--- src/hw/rtl/base64_record_line_decoder_assert.svh ---
// Assertion macros used by the decoder RTL.
`ifndef BASE64_RECORD_LINE_DECODER_ASSERT_SVH
`define BASE64_RECORD_LINE_DECODER_ASSERT_SVH

`ifndef SYNTHESIS

`define B64RL_ASSERT(name, clk, rst, prop) \
   name: assert property (@(posedge clk) disable iff (rst) prop) \
      else $error("b64rl assertion failed");

`define B64RL_ASSERT_NEVER(name, clk, rst, expr) \
   `B64RL_ASSERT(name, clk, rst, !(expr))

`else

`define B64RL_ASSERT(name, clk, rst, prop)

`define B64RL_ASSERT_NEVER(name, clk, rst, expr)

`endif

`endif

--- src/hw/rtl/b64rl_pkg.sv ---
package b64rl_pkg;

   // Line buffer geometry: decoded bytes are kept as 24-bit groups of three.
   localparam int LINE_BUFFER_BYTES = 18;
   localparam int RECORD_BYTES      = 16;
   localparam int GROUP_BYTES       = 3;
   localparam int NUM_GROUPS        = LINE_BUFFER_BYTES / GROUP_BYTES;
   localparam int GROUP_COUNT_W     = $clog2(NUM_GROUPS + 1);
   localparam int GROUP_IDX_W       = $clog2(NUM_GROUPS);
   localparam int RECORD_GROUPS     = (RECORD_BYTES + GROUP_BYTES - 1) / GROUP_BYTES;

   // Result status codes.
   localparam logic [1:0] STATUS_OK       = 2'd0;
   localparam logic [1:0] STATUS_INVALID  = 2'd1;
   localparam logic [1:0] STATUS_LEFTOVER = 2'd2;
   localparam logic [1:0] STATUS_SHORT    = 2'd3;

   // Character codes.
   localparam logic [7:0] CHAR_NEWLINE = 8'h0A;
   localparam logic [7:0] CHAR_UPPER_A = 8'h41;
   localparam logic [7:0] CHAR_UPPER_Z = 8'h5A;
   localparam logic [7:0] CHAR_LOWER_A = 8'h61;
   localparam logic [7:0] CHAR_LOWER_Z = 8'h7A;
   localparam logic [7:0] CHAR_DIGIT_0 = 8'h30;
   localparam logic [7:0] CHAR_DIGIT_9 = 8'h39;
   localparam logic [7:0] CHAR_PLUS    = 8'h2B;
   localparam logic [7:0] CHAR_SLASH   = 8'h2F;
   localparam logic [7:0] CHAR_PAD     = 8'h3D;

   // Sextet values at the start of each alphabet range.
   localparam logic [7:0] SEXTET_LOWER_BASE = 8'd26;
   localparam logic [7:0] SEXTET_DIGIT_BASE = 8'd52;
   localparam logic [5:0] SEXTET_PLUS       = 6'd62;
   localparam logic [5:0] SEXTET_SLASH      = 6'd63;

   typedef struct packed {
      logic       ok;
      logic [5:0] value;
   } sextet_type;

   typedef struct packed {
      logic [1:0]  status;
      logic [7:0]  year_offset;
      logic [7:0]  month;
      logic [7:0]  day;
      logic [7:0]  hour;
      logic [7:0]  minute;
      logic [7:0]  second;
      logic [31:0] power_watts;
      logic [31:0] cost_cents;
      logic [15:0] voltage_raw;
   } rsp_type;

   // Standard base64 alphabet; the pad character decodes as a zero sextet.
   function automatic sextet_type sextet_of(input logic [7:0] c);
      sextet_type s;
      logic [7:0] t;
      s = '0;
      t = '0;
      unique case (c) inside
         [CHAR_UPPER_A:CHAR_UPPER_Z]: begin
            t = c - CHAR_UPPER_A;
            s = '{ok: 1'b1, value: t[5:0]};
         end
         [CHAR_LOWER_A:CHAR_LOWER_Z]: begin
            t = c - CHAR_LOWER_A + SEXTET_LOWER_BASE;
            s = '{ok: 1'b1, value: t[5:0]};
         end
         [CHAR_DIGIT_0:CHAR_DIGIT_9]: begin
            t = c - CHAR_DIGIT_0 + SEXTET_DIGIT_BASE;
            s = '{ok: 1'b1, value: t[5:0]};
         end
         CHAR_PLUS:  s = '{ok: 1'b1, value: SEXTET_PLUS};
         CHAR_SLASH: s = '{ok: 1'b1, value: SEXTET_SLASH};
         CHAR_PAD:   s = '{ok: 1'b1, value: 6'd0};
         default:    s = '{ok: 1'b0, value: 6'd0};
      endcase
      return s;
   endfunction

endpackage

--- src/hw/rtl/b64rl_req_if.sv ---
interface b64rl_req_if;
   logic       valid;
   logic       ready;
   logic [7:0] char_code;
   logic       ends_stream;

   modport source (output valid, output char_code, output ends_stream, input ready);
   modport sink   (input valid, input char_code, input ends_stream, output ready);
endinterface

--- src/hw/rtl/b64rl_rsp_if.sv ---
interface b64rl_rsp_if;
   logic        valid;
   logic        ready;
   logic [1:0]  status;
   logic [7:0]  year_offset;
   logic [7:0]  month;
   logic [7:0]  day;
   logic [7:0]  hour;
   logic [7:0]  minute;
   logic [7:0]  second;
   logic [31:0] power_watts;
   logic [31:0] cost_cents;
   logic [15:0] voltage_raw;

   modport source (output valid, output status, output year_offset, output month,
                   output day, output hour, output minute, output second,
                   output power_watts, output cost_cents, output voltage_raw,
                   input ready);
   modport sink   (input valid, input status, input year_offset, input month,
                   input day, input hour, input minute, input second,
                   input power_watts, input cost_cents, input voltage_raw,
                   output ready);
endinterface

--- src/hw/rtl/base64_record_line_decoder.sv ---
// Channel  Direction  Payload                                        Handshake
// req_if   in         char_code[7:0], ends_stream                    valid/ready
// rsp_if   out        status, date/time bytes, power, cost, voltage  valid/ready
//
// One character is taken per cycle. It is decoded in the input register, and
// a record it completes is registered in a two-entry queue and offered in order.
// Reset is synchronous and active high; it clears the input register, the line
// state, the abort flag and the result queue, and the block is ready once it ends.
// The input stalls only when a character would produce a record while both
// result queue entries are still waiting to be taken.

`include "base64_record_line_decoder_assert.svh"

module base64_record_line_decoder (
   input logic           clock,
   input logic           reset,
   b64rl_req_if.sink     req_if,
   b64rl_rsp_if.source   rsp_if
);

   // Input register stage.
   logic       s1_valid_ff, s1_valid_in;
   logic [7:0] s1_char_ff;
   logic       s1_last_ff;

   // Line state. Decoded bytes are held as 24-bit groups, most significant
   // byte first, exactly as they fall out of the sextet accumulator.
   logic [23:0] acc_ff, acc_in;
   logic [1:0]  sextet_cnt_ff, sextet_cnt_in;
   logic [b64rl_pkg::GROUP_COUNT_W-1:0] group_cnt_ff, group_cnt_in;
   logic [23:0] group_ff [b64rl_pkg::NUM_GROUPS];
   logic        aborted_ff, aborted_in;

   // Result queue.
   b64rl_pkg::rsp_type rsp_q_ff [2];
   logic       wr_ptr_ff, rd_ptr_ff;
   logic [1:0] q_cnt_ff, q_cnt_in;

   b64rl_pkg::sextet_type sx;
   logic        is_newline;
   logic        has_result;
   logic        s1_fire;
   logic        push;
   logic        pop;
   logic        group_write;
   logic [23:0] acc_shift;
   logic [1:0]  cnt_inc;
   logic [1:0]  fin_cnt;
   logic [b64rl_pkg::GROUP_COUNT_W-1:0] fin_groups;
   logic [23:0] fin_group [b64rl_pkg::NUM_GROUPS];
   logic [7:0]  rec [b64rl_pkg::RECORD_BYTES];
   b64rl_pkg::rsp_type result;

   // Decode of the character in the input register.
   always_comb begin
      sx         = b64rl_pkg::sextet_of(s1_char_ff);
      is_newline = (s1_char_ff == b64rl_pkg::CHAR_NEWLINE);
      acc_shift  = {acc_ff[17:0], sx.value};
      cnt_inc    = sextet_cnt_ff + 2'd1;
      // A fourth sextet completes a group; groups past the buffer are dropped.
      group_write = !is_newline && sx.ok && (sextet_cnt_ff == 2'd3) &&
                    (group_cnt_ff < b64rl_pkg::GROUP_COUNT_W'(b64rl_pkg::NUM_GROUPS));
   end

   // A record closes at a newline or at the last character of the stream; an
   // invalid character reports at once. Nothing is reported while aborted.
   assign has_result = !aborted_ff && (is_newline || !sx.ok || s1_last_ff);

   // The queue count is registered, so the stall decision never looks at
   // rsp_if.ready in the same cycle.
   assign s1_fire = s1_valid_ff && (!has_result || (q_cnt_ff != 2'd2));
   assign push    = s1_fire && has_result;
   assign pop     = rsp_if.valid && rsp_if.ready;

   assign req_if.ready = !s1_valid_ff || s1_fire;
   assign s1_valid_in  = req_if.ready ? req_if.valid : s1_valid_ff;

   // Line state as seen when the record closes. For a data character this
   // includes the sextet and any group it has just completed.
   always_comb begin
      if (is_newline) begin
         fin_cnt    = sextet_cnt_ff;
         fin_groups = group_cnt_ff;
      end else begin
         fin_cnt    = cnt_inc;
         fin_groups = group_cnt_ff + b64rl_pkg::GROUP_COUNT_W'(1);
         if (!group_write) begin
            fin_groups = group_cnt_ff;
         end
      end
      for (int k = 0; k < b64rl_pkg::NUM_GROUPS; k++) begin
         fin_group[k] = (group_write && (group_cnt_ff == b64rl_pkg::GROUP_COUNT_W'(k)))
                        ? acc_shift : group_ff[k];
      end
   end

   // Record bytes; a byte that was never decoded on this line reads as zero.
   always_comb begin
      for (int i = 0; i < b64rl_pkg::RECORD_BYTES; i++) begin
         rec[i] = (fin_groups > b64rl_pkg::GROUP_COUNT_W'(i / b64rl_pkg::GROUP_BYTES))
                  ? fin_group[i / b64rl_pkg::GROUP_BYTES]
                             [23 - 8 * (i % b64rl_pkg::GROUP_BYTES) -: 8]
                  : 8'd0;
      end
   end

   always_comb begin
      result = '0;
      if (!is_newline && !sx.ok) begin
         result.status = b64rl_pkg::STATUS_INVALID;
      end else if (fin_cnt != 2'd0) begin
         // The line stopped in the middle of a group.
         result.status = b64rl_pkg::STATUS_LEFTOVER;
      end else begin
         result.status = (fin_groups < b64rl_pkg::GROUP_COUNT_W'(b64rl_pkg::RECORD_GROUPS))
                         ? b64rl_pkg::STATUS_SHORT : b64rl_pkg::STATUS_OK;
         result.year_offset = rec[0];
         result.month       = rec[1];
         result.day         = rec[2];
         result.hour        = rec[3];
         result.minute      = rec[4];
         result.second      = rec[5];
         result.power_watts = {rec[9], rec[8], rec[7], rec[6]};
         result.cost_cents  = {rec[13], rec[12], rec[11], rec[10]};
         result.voltage_raw = {rec[15], rec[14]};
      end
   end

   // Next line state.
   always_comb begin
      acc_in        = acc_ff;
      sextet_cnt_in = sextet_cnt_ff;
      group_cnt_in  = group_cnt_ff;
      aborted_in    = aborted_ff;
      if (s1_fire) begin
         if (aborted_ff) begin
            // Characters are dropped until the end of the stream.
            if (s1_last_ff) begin
               aborted_in    = 1'b0;
               acc_in        = '0;
               sextet_cnt_in = '0;
               group_cnt_in  = '0;
            end
         end else if (has_result) begin
            acc_in        = '0;
            sextet_cnt_in = '0;
            group_cnt_in  = '0;
            // Any error aborts the rest of the stream unless the stream ends here.
            if (result.status == b64rl_pkg::STATUS_INVALID ||
                result.status == b64rl_pkg::STATUS_LEFTOVER) begin
               aborted_in = !s1_last_ff;
            end
         end else begin
            acc_in        = acc_shift;
            sextet_cnt_in = cnt_inc;
            group_cnt_in  = fin_groups;
         end
      end
   end

   always_comb begin
      q_cnt_in = q_cnt_ff;
      if (push && !pop) begin
         q_cnt_in = q_cnt_ff + 2'd1;
      end else if (pop && !push) begin
         q_cnt_in = q_cnt_ff - 2'd1;
      end
   end

   // Control registers.
   always_ff @(posedge clock) begin
      if (reset) begin
         s1_valid_ff   <= 1'b0;
         acc_ff        <= '0;
         sextet_cnt_ff <= '0;
         group_cnt_ff  <= '0;
         aborted_ff    <= 1'b0;
         wr_ptr_ff     <= 1'b0;
         rd_ptr_ff     <= 1'b0;
         q_cnt_ff      <= '0;
      end else begin
         s1_valid_ff   <= s1_valid_in;
         acc_ff        <= acc_in;
         sextet_cnt_ff <= sextet_cnt_in;
         group_cnt_ff  <= group_cnt_in;
         aborted_ff    <= aborted_in;
         q_cnt_ff      <= q_cnt_in;
         if (push) begin
            wr_ptr_ff <= !wr_ptr_ff;
         end
         if (pop) begin
            rd_ptr_ff <= !rd_ptr_ff;
         end
      end
   end

   // Payload registers.
   always_ff @(posedge clock) begin
      if (req_if.ready) begin
         s1_char_ff <= req_if.char_code;
         s1_last_ff <= req_if.ends_stream;
      end
      if (s1_fire && !aborted_ff && !has_result && group_write) begin
         group_ff[group_cnt_ff[b64rl_pkg::GROUP_IDX_W-1:0]] <= acc_shift;
      end
      if (push) begin
         rsp_q_ff[wr_ptr_ff] <= result;
      end
   end

   assign rsp_if.valid       = (q_cnt_ff != 2'd0);
   assign rsp_if.status      = rsp_q_ff[rd_ptr_ff].status;
   assign rsp_if.year_offset = rsp_q_ff[rd_ptr_ff].year_offset;
   assign rsp_if.month       = rsp_q_ff[rd_ptr_ff].month;
   assign rsp_if.day         = rsp_q_ff[rd_ptr_ff].day;
   assign rsp_if.hour        = rsp_q_ff[rd_ptr_ff].hour;
   assign rsp_if.minute      = rsp_q_ff[rd_ptr_ff].minute;
   assign rsp_if.second      = rsp_q_ff[rd_ptr_ff].second;
   assign rsp_if.power_watts = rsp_q_ff[rd_ptr_ff].power_watts;
   assign rsp_if.cost_cents  = rsp_q_ff[rd_ptr_ff].cost_cents;
   assign rsp_if.voltage_raw = rsp_q_ff[rd_ptr_ff].voltage_raw;

   // The result queue never holds more than its two entries.
   `B64RL_ASSERT_NEVER(a_queue_bound, clock, reset, q_cnt_ff == 2'd3)

   // The group count never runs past the line buffer.
   `B64RL_ASSERT_NEVER(a_group_bound, clock, reset,
                       group_cnt_ff > b64rl_pkg::GROUP_COUNT_W'(b64rl_pkg::NUM_GROUPS))

   // An invalid character in mid-stream puts the block into the abort state.
   `B64RL_ASSERT(a_abort_on_invalid, clock, reset,
                 (s1_fire && !aborted_ff && !is_newline && !sx.ok && !s1_last_ff)
                 |=> aborted_ff)

   // While aborted no record is queued.
   `B64RL_ASSERT_NEVER(a_no_push_aborted, clock, reset, push && aborted_ff)

endmodule

--- src/flat_wrapper.sv ---
// flat-port wrapper written by rule: the top's interface ports become plain ports
module base64_record_line_decoder_flat 
  (clock, reset, req_if_valid, req_if_char_code, req_if_ends_stream, req_if_ready, rsp_if_valid, rsp_if_status, rsp_if_year_offset, rsp_if_month, rsp_if_day, rsp_if_hour, rsp_if_minute, rsp_if_second, rsp_if_power_watts, rsp_if_cost_cents, rsp_if_voltage_raw, rsp_if_ready);
  b64rl_req_if req_if_i ();
  b64rl_rsp_if rsp_if_i ();
  input logic clock;
  input logic reset;
  input wire logic [$bits(req_if_i.valid)-1:0] req_if_valid;
  input wire logic [$bits(req_if_i.char_code)-1:0] req_if_char_code;
  input wire logic [$bits(req_if_i.ends_stream)-1:0] req_if_ends_stream;
  output wire logic [$bits(req_if_i.ready)-1:0] req_if_ready;
  output wire logic [$bits(rsp_if_i.valid)-1:0] rsp_if_valid;
  output wire logic [$bits(rsp_if_i.status)-1:0] rsp_if_status;
  output wire logic [$bits(rsp_if_i.year_offset)-1:0] rsp_if_year_offset;
  output wire logic [$bits(rsp_if_i.month)-1:0] rsp_if_month;
  output wire logic [$bits(rsp_if_i.day)-1:0] rsp_if_day;
  output wire logic [$bits(rsp_if_i.hour)-1:0] rsp_if_hour;
  output wire logic [$bits(rsp_if_i.minute)-1:0] rsp_if_minute;
  output wire logic [$bits(rsp_if_i.second)-1:0] rsp_if_second;
  output wire logic [$bits(rsp_if_i.power_watts)-1:0] rsp_if_power_watts;
  output wire logic [$bits(rsp_if_i.cost_cents)-1:0] rsp_if_cost_cents;
  output wire logic [$bits(rsp_if_i.voltage_raw)-1:0] rsp_if_voltage_raw;
  input wire logic [$bits(rsp_if_i.ready)-1:0] rsp_if_ready;
  assign req_if_i.valid = req_if_valid;
  assign req_if_i.char_code = req_if_char_code;
  assign req_if_i.ends_stream = req_if_ends_stream;
  assign req_if_ready = req_if_i.ready;
  assign rsp_if_valid = rsp_if_i.valid;
  assign rsp_if_status = rsp_if_i.status;
  assign rsp_if_year_offset = rsp_if_i.year_offset;
  assign rsp_if_month = rsp_if_i.month;
  assign rsp_if_day = rsp_if_i.day;
  assign rsp_if_hour = rsp_if_i.hour;
  assign rsp_if_minute = rsp_if_i.minute;
  assign rsp_if_second = rsp_if_i.second;
  assign rsp_if_power_watts = rsp_if_i.power_watts;
  assign rsp_if_cost_cents = rsp_if_i.cost_cents;
  assign rsp_if_voltage_raw = rsp_if_i.voltage_raw;
  assign rsp_if_i.ready = rsp_if_ready;
  base64_record_line_decoder u_core (.clock(clock), .reset(reset), .req_if(req_if_i), .rsp_if(rsp_if_i));
endmodule
--- config.mk ---
export PLATFORM = sky130hd
export DESIGN_NAME = base64_record_line_decoder_flat
export DESIGN_NICKNAME = d
export VERILOG_FILES = /design/src/hw/rtl/b64rl_pkg.sv /design/src/hw/rtl/b64rl_req_if.sv /design/src/hw/rtl/b64rl_rsp_if.sv /design/src/hw/rtl/base64_record_line_decoder.sv /design/src/flat_wrapper.sv
export VERILOG_INCLUDE_DIRS = /design/src /design/src/hw/rtl
export SDC_FILE = /design/constraint.sdc
export NUM_CORES = 1
export LEC_CHECK = 0
export ABC_AREA = 1
export ABC_CLOCK_PERIOD_IN_PS = 20100
export BUFFER_PORTS_ARGS = -buffer_cell sky130_fd_sc_hd__buf_2
export CORE_MARGIN = 3
export CORE_UTILIZATION = 64
export CTS_BUF_LIST = sky130_fd_sc_hd__clkbuf_16
export DETAILED_ROUTE_END_ITERATION = 8
export PLACE_DENSITY = 0.82
export SYNTH_ARGS = -nofsm -noshare
export SYNTH_HDL_FRONTEND = slang
export SYNTH_SLANG_ARGS = --single-unit
export TNS_END_PERCENT = 1
--- constraint.sdc ---
create_clock -name clock -period 20.1 [get_ports clock]
set_input_delay 4.02 -clock clock [delete_from_list [all_inputs] [get_ports clock]]
set_output_delay 4.02 -clock clock [all_outputs]
set_load 0.02 [all_outputs]
==> run summary, run 1 <==
hold_ws = 0.483 ns
share of layout cells above drive strength 1 = 26.9%
EDFF count, synth = 397
outcome = finished, final reports clean
main flop type after synthesis = edfxtp_1
start of the worst register-to-register path = u_core.s1_char_ff[2]
crit path time final = 7.06 ns
Worst-path clk slew = 0.06 ns
RSZ-0062 raised after global routing = false
DRT iter0 DRCs = 1,164
initial antenna violation count = 1
CTS max path bufs = 3
Clock Latency Late Sink = 0.54 ns
I/O pins = 145
CP Capture Type = primary output
synth top area cells = edfxtp_1 (65%), mux2_2 (8.0%), nand2_1 (4.9%)
ys async rst share = 0%
GP Congestion = 0.900
Hold Fails Final Rpt = 0
DR vias/cell = 5.70
Setup TNS = 0 ns
cell taking the most area after synthesis = edfxtp_1
Mapped Avg Cell Area = 12.9 µm²
Critical Path RT = 16.08 ns
fill cell count = 1,750
Least-Margin Pin Slew = 1.08 ns
antenna-violating nets left = 0
Die Width = 175 µm
Synth top cells by count = edfxtp_1 (397), nand2_1 (237), inv_1 (138)
synthesized area = 18,200 µm²
Peak VDD IR = 0.0939 mV
crit-path most repeated cell = nand2_1
top cell family by delay on the critical path = simple AND/OR/NAND/NOR gates
wirelength, routed = 39,400 µm
Synth top area share = 65.5%
Port Buf Inserts = 144
crit-path max FO = 11
Cell Rows = 61
Yosys cell types = 34
DIE AREA = 30,500 µm²
leakage = 8.02 nW
most frequent cell after synthesis = edfxtp_1
Final Cycle Share = 35.1%
Final nets = 1,580
first-pass GRT wire length = 61,100 µm
Slew Limit Fails = 0
Max Freq = 0.142 GHz
combinational share of power = 13.0%
crit path from = u_core.s1_char_ff[2]
Die Ht = 175 µm
Num CTS Buffers = 42
worst path cell trace = inv_1 -> ha_1 -> nand2_1 -> nand2_1 -> nand3_1 -> nand2_1 -> nand2_1 -> nand2_1 -> nand3_4 -> nand2_1 -> nand4_1 -> buf_2
Int Power = 0.00156 W
cells after synthesis = 1,417
slowest CP cell = edfxtp_1
hold_sp = u_core.rd_ptr_ff
Clock Sinks = 427
vias in the first global route = 11,175
Placed Area = 19,200 µm²
postcts setup bufs = 0
WP buf/inv = 2
first-pass iteration count of the detailed router = 7
CTS root buf = clkbuf_16
# hold bufs at CTS = 0
GR Util All Layers = 25.6%
Sw Ratio = 24.9%
clock power share = 37.4%
WL per Instance = 20.1 µm
slowest cell delay on critical path = 0.51 ns
antenna cells = 0
Initial Util = 65.2%
Power Density = 101 nW/µm²
grt ovf = 0
crit path DAT = 3.04 ns
Startpoint Class = flop
Final Setup Violations = 0
Hold WC Path Type = reg -> reg
H-Tree Depth = 2
design area = 20,500 µm²
CP Class = reg -> out
area grow syn2layout = 12.7%
Sw Pwr = 0.000518 W
Synthesis Warnings = 0
Resized cells post-CTS = 0
post-synthesis sequential area ratio = 68.8%
Seq pwr share = 49.6%
total core area = 27,900 µm²
Max Cap Viol = 0
CTS tree = done
Max-Slew Margin vs Limit = 28.3%
flops & latches, synth = 427
syn_nets = 1,447
vias = 11,166
HPWL Detailed = 23,200 µm
pin count of the biggest net entering global routing = 76
# DRC = 0
Clock Skew = 0.0185 ns
final timing paths:
kind                             to  slack, ns  cells after the start
max                    req_if_ready      13.04                     12
min                            flop       0.48                      2
max reg2reg  u_core.rsp_q_ff[0][41]      15.92                     15
min reg2reg                    flop       0.48                      2
power by group through the flow:
stage          registers, W  clock network (W)  logic, W
6_report            0.00103           0.000777  0.000270
5_1_grt             0.00103           0.000817  0.000287
4_1_cts             0.00103           0.000783  0.000273
3_5_place_dp        0.00105                  0  0.000272
3_3_place_gp        0.00105                  0  0.000267
2_1_floorplan       0.00103                  0  0.000202
registers in the layout, indices dropped and copies added (netlist names), named ones only:
signal                flops
u_core.aborted_ff         1
u_core.acc_ff            18
u_core.group_cnt_ff       3
u_core.group_ff         128
u_core.q_cnt_ff           2
u_core.rd_ptr_ff          1
u_core.rsp_q_ff         260
u_core.s1_char_ff         8
u_core.s1_last_ff         1
u_core.s1_valid_ff        1
u_core.sextet_cnt_ff      2
u_core.wr_ptr_ff          1
per-stage QoR:
stage	setup WS (ns)	instances	utilization, %	total power, W
floorplan	12.40	1417	-	0.00123
global placement	13.64	1884	68.6	0.00131
detailed placement	13.57	1884	68.6	0.00132
CTS	13.01	1960	73.5	0.00209
global route	12.72	1960	73.5	0.00214
finish	13.04	1960	73.5	0.00208
cell families (layout without fill, tap and decap cells):
family	count (synthesis)	in the layout	synth area share, %
flops	427	427	68.8
simple gates	371	371	8.70
compound gates	252	252	7.87
buf+inv	214	379	5.18
mux	130	130	8.04
fa+ha+maj	17	17	1.17
xor+xnor	6	6	0.289
area by class of cell:
cell class              instances  area, µm²  area share [%]
clock buffers                  43       1080            5.24
clock inverters                33        290            1.41
inverters                     142        536            2.61
multi-input cells             776       4780            23.3
flip-flops and latches        427      12500            61.0
well taps                     378        473            2.30
repair buffers                161        848            4.13
tightest hold or removal path: stages, from the launching register on:
cell,delay (ns)
dfxtp_1,0.30
inv_1,0.08
a21oi_1,0.06
routing by layer:
metal,part of all wire (%),vias to the layer above,GRT usage [%]
met5,0,-,0
met4,3.9,0,9.97
met3,8.7,110,5.08
met2,48,498,42.5
met1,39,5331,33.8
li1,-,5227,-
layout by cell type (no fill, tap or decap), drive strengths merged, types with 30 or more instances in the layout:
| cell | synthesis | final |
|---|---|---|
| a21oi | 130 | 130 |
| buf | 47 | 161 |
| clkbuf | 25 | 43 |
| dfxtp | 30 | 30 |
| edfxtp | 397 | 397 |
| inv | 142 | 150 |
| mux2 | 130 | 130 |
| nand2 | 245 | 245 |
| nand3 | 53 | 53 |
| nor2 | 54 | 54 |
| o21ai | 118 | 118 |
(Power assumes the default switching activity.)
==> run 2, diff against run 1 <==
- ABC_CLOCK_PERIOD_IN_PS: 20100 -> 6700
- CORE_UTILIZATION: 64 -> 60
- PLACE_DENSITY: 0.82 -> 0.78
- clock period: 20.1 -> 6.7 ns (I/O delays scaled with it)
==> run summary, run 2 (synthesis results as in run 1) <==
placed insts = 1,897
GR Util All Layers = 24.4%
GRT met1 Usage = 32.6%
Die Width = 180 µm
Max Cap Viol = 0
RSZ-0062 raised after global routing = false
antenna-violating nets left = 0
GP Congestion = 0.830
CP Class = reg -> out
Cell Rows = 63
Worst Hold Depth = 2
grt ovf = 0
busiest grt layer = met2
met2 Use GR = 42.0%
Reg with most FFs = u_core.rsp_q_ff
Peak VDD IR = 0.193 mV
initial antenna violation count = 0
Least-Margin Pin Slew = 1.04 ns
CTS root buf = clkbuf_16
postcts setup bufs = 0
Port Buf Inserts = 144
top cell family by delay on the critical path = simple AND/OR/NAND/NOR gates
outcome = finished, final reports clean
start of the worst register-to-register path = u_core.s1_char_ff[2]
Max-Slew Margin vs Limit = 30.8%
Critical Path RT = 5.36 ns
DR vias/cell = 5.78
H-Tree Depth = 2
CP Capture Type = primary output
Die Ht = 180 µm
HPWL Detailed = 23,800 µm
first-pass GRT wire length = 62,500 µm
Hold WC Path Type = reg -> reg
M3 GR Usage = 3.19%
antenna cells = 0
area grow syn2layout = 12.5%
first-pass iteration count of the detailed router = 5
Slew Limit Fails = 0
Resized cells post-CTS = 0
Register-to-Register Path Depth = 12
Setup TNS = 0 ns
crit-path max FO = 11
worst path cell trace = inv_1 -> ha_1 -> nand2_1 -> nand2_1 -> nand3_1 -> nand2_1 -> nand2_1 -> nand2_1 -> nand3_4 -> nand2_1 -> nand4_1 -> buf_2
Final Setup Violations = 0
share of layout cells above drive strength 1 = 26.2%
CTS max path bufs = 3
DRT iter0 DRCs = 1,054
Clock Sinks = 427
Final Cycle Share = 66.5%
leakage = 8.05 nW
slowest cell delay on critical path = 0.52 ns
Clock Latency Late Sink = 0.55 ns
Num CTS Buffers = 43
vias in the first global route = 11,252
WL per Instance = 20.3 µm
Final nets = 1,582
most common cell after layout, fill and taps aside = edfxtp_1
reg2reg end = u_core.rsp_q_ff[1][39]
max reg flops = 260
most frequent cells in the layout = edfxtp_1 (397), nand2_1 (237), inv_1 (151)
Power Density = 297 nW/µm²
pin count of the biggest net entering global routing = 131
# DRC = 0
wirelength, routed = 40,200 µm
crit path time final = 4.45 ns
hold_sp = u_core.rd_ptr_ff
Hold Fails Final Rpt = 0
total core area = 29,800 µm²
vias = 11,421
I/O pins = 145
Worst R2R Setup Slack = 2.83 ns
Clock Skew = 0.0270 ns
crit path DAT = 3.11 ns
Startpoint Class = flop
Max Freq = 0.225 GHz
WP buf/inv = 2
slowest CP cell = edfxtp_1
Initial Util = 61.1%
crit-path most repeated cell = nand2_1
# hold bufs at CTS = 0
DIE AREA = 32,500 µm²
crit path from = u_core.s1_char_ff[2]
CTS tree = done
Worst-path clk slew = 0.06 ns
critical path depth = 12
Finished Layout Cells = 1,975
## run 2: cell type report
type	instances	area, µm²
Clock buffer	44	1100
Clock inverter	34	184
Fill cell	2022	9310
Inverter	142	536
Multi-Input combinational cell	776	4780
Sequential cell	427	12500
Tap cell	390	488
Timing Repair Buffer	162	868
## run 2: worst max-delay path by stage
stage,to,slack [ns]
2_1_floorplan,u_core.rsp_q_ff[1][0],1.19
3_3_place_gp,u_core.rsp_q_ff[0][34],2.82
3_5_place_dp,u_core.rsp_q_ff[0][35],2.77
4_1_cts,req_if_ready,2.21
5_1_grt,req_if_ready,1.87
6_report,req_if_ready,2.25
## run 2: per-stage QoR
step	util (%)	hold slack [ns]	power, W	setup WS [ns]	instance area (µm²)
after floorplan	-	0.445	0.00370	1.19	18200
after global placement	64.4	0.453	0.00397	2.82	19200
after detailed placement	64.4	0.456	0.00398	2.77	19200
after CTS	68.8	0.470	0.00614	2.21	20500
after global routing	68.8	0.504	0.00630	1.87	20500
final	68.8	0.471	0.00608	2.25	20500
## run 2: power by group
part	internal, W	switching (W)	total, W
logic	0.000312	0.000533	0.000845
registers	0.00300	0.0000657	0.00307
clock network	0.00123	0.000943	0.00217
total	0.00454	0.00154	0.00608
## run 2: worst register-to-register path: cells and delay by family (launching register included)
family | cells | cell delay, ns
buf+inv | 2 | 0.67
flops | 1 | 0.51
simple gates | 7 | 1.35
compound gates | 2 | 0.83
fa+ha+maj | 1 | 0.25
## run 2: per-layer routing
metal / up-vias / share of wire (%)
met5: - / 0
met4: 0 / 3.3
met3: 92 / 7.7
met2: 502 / 50
met1: 5583 / 39
li1: 5244 / -
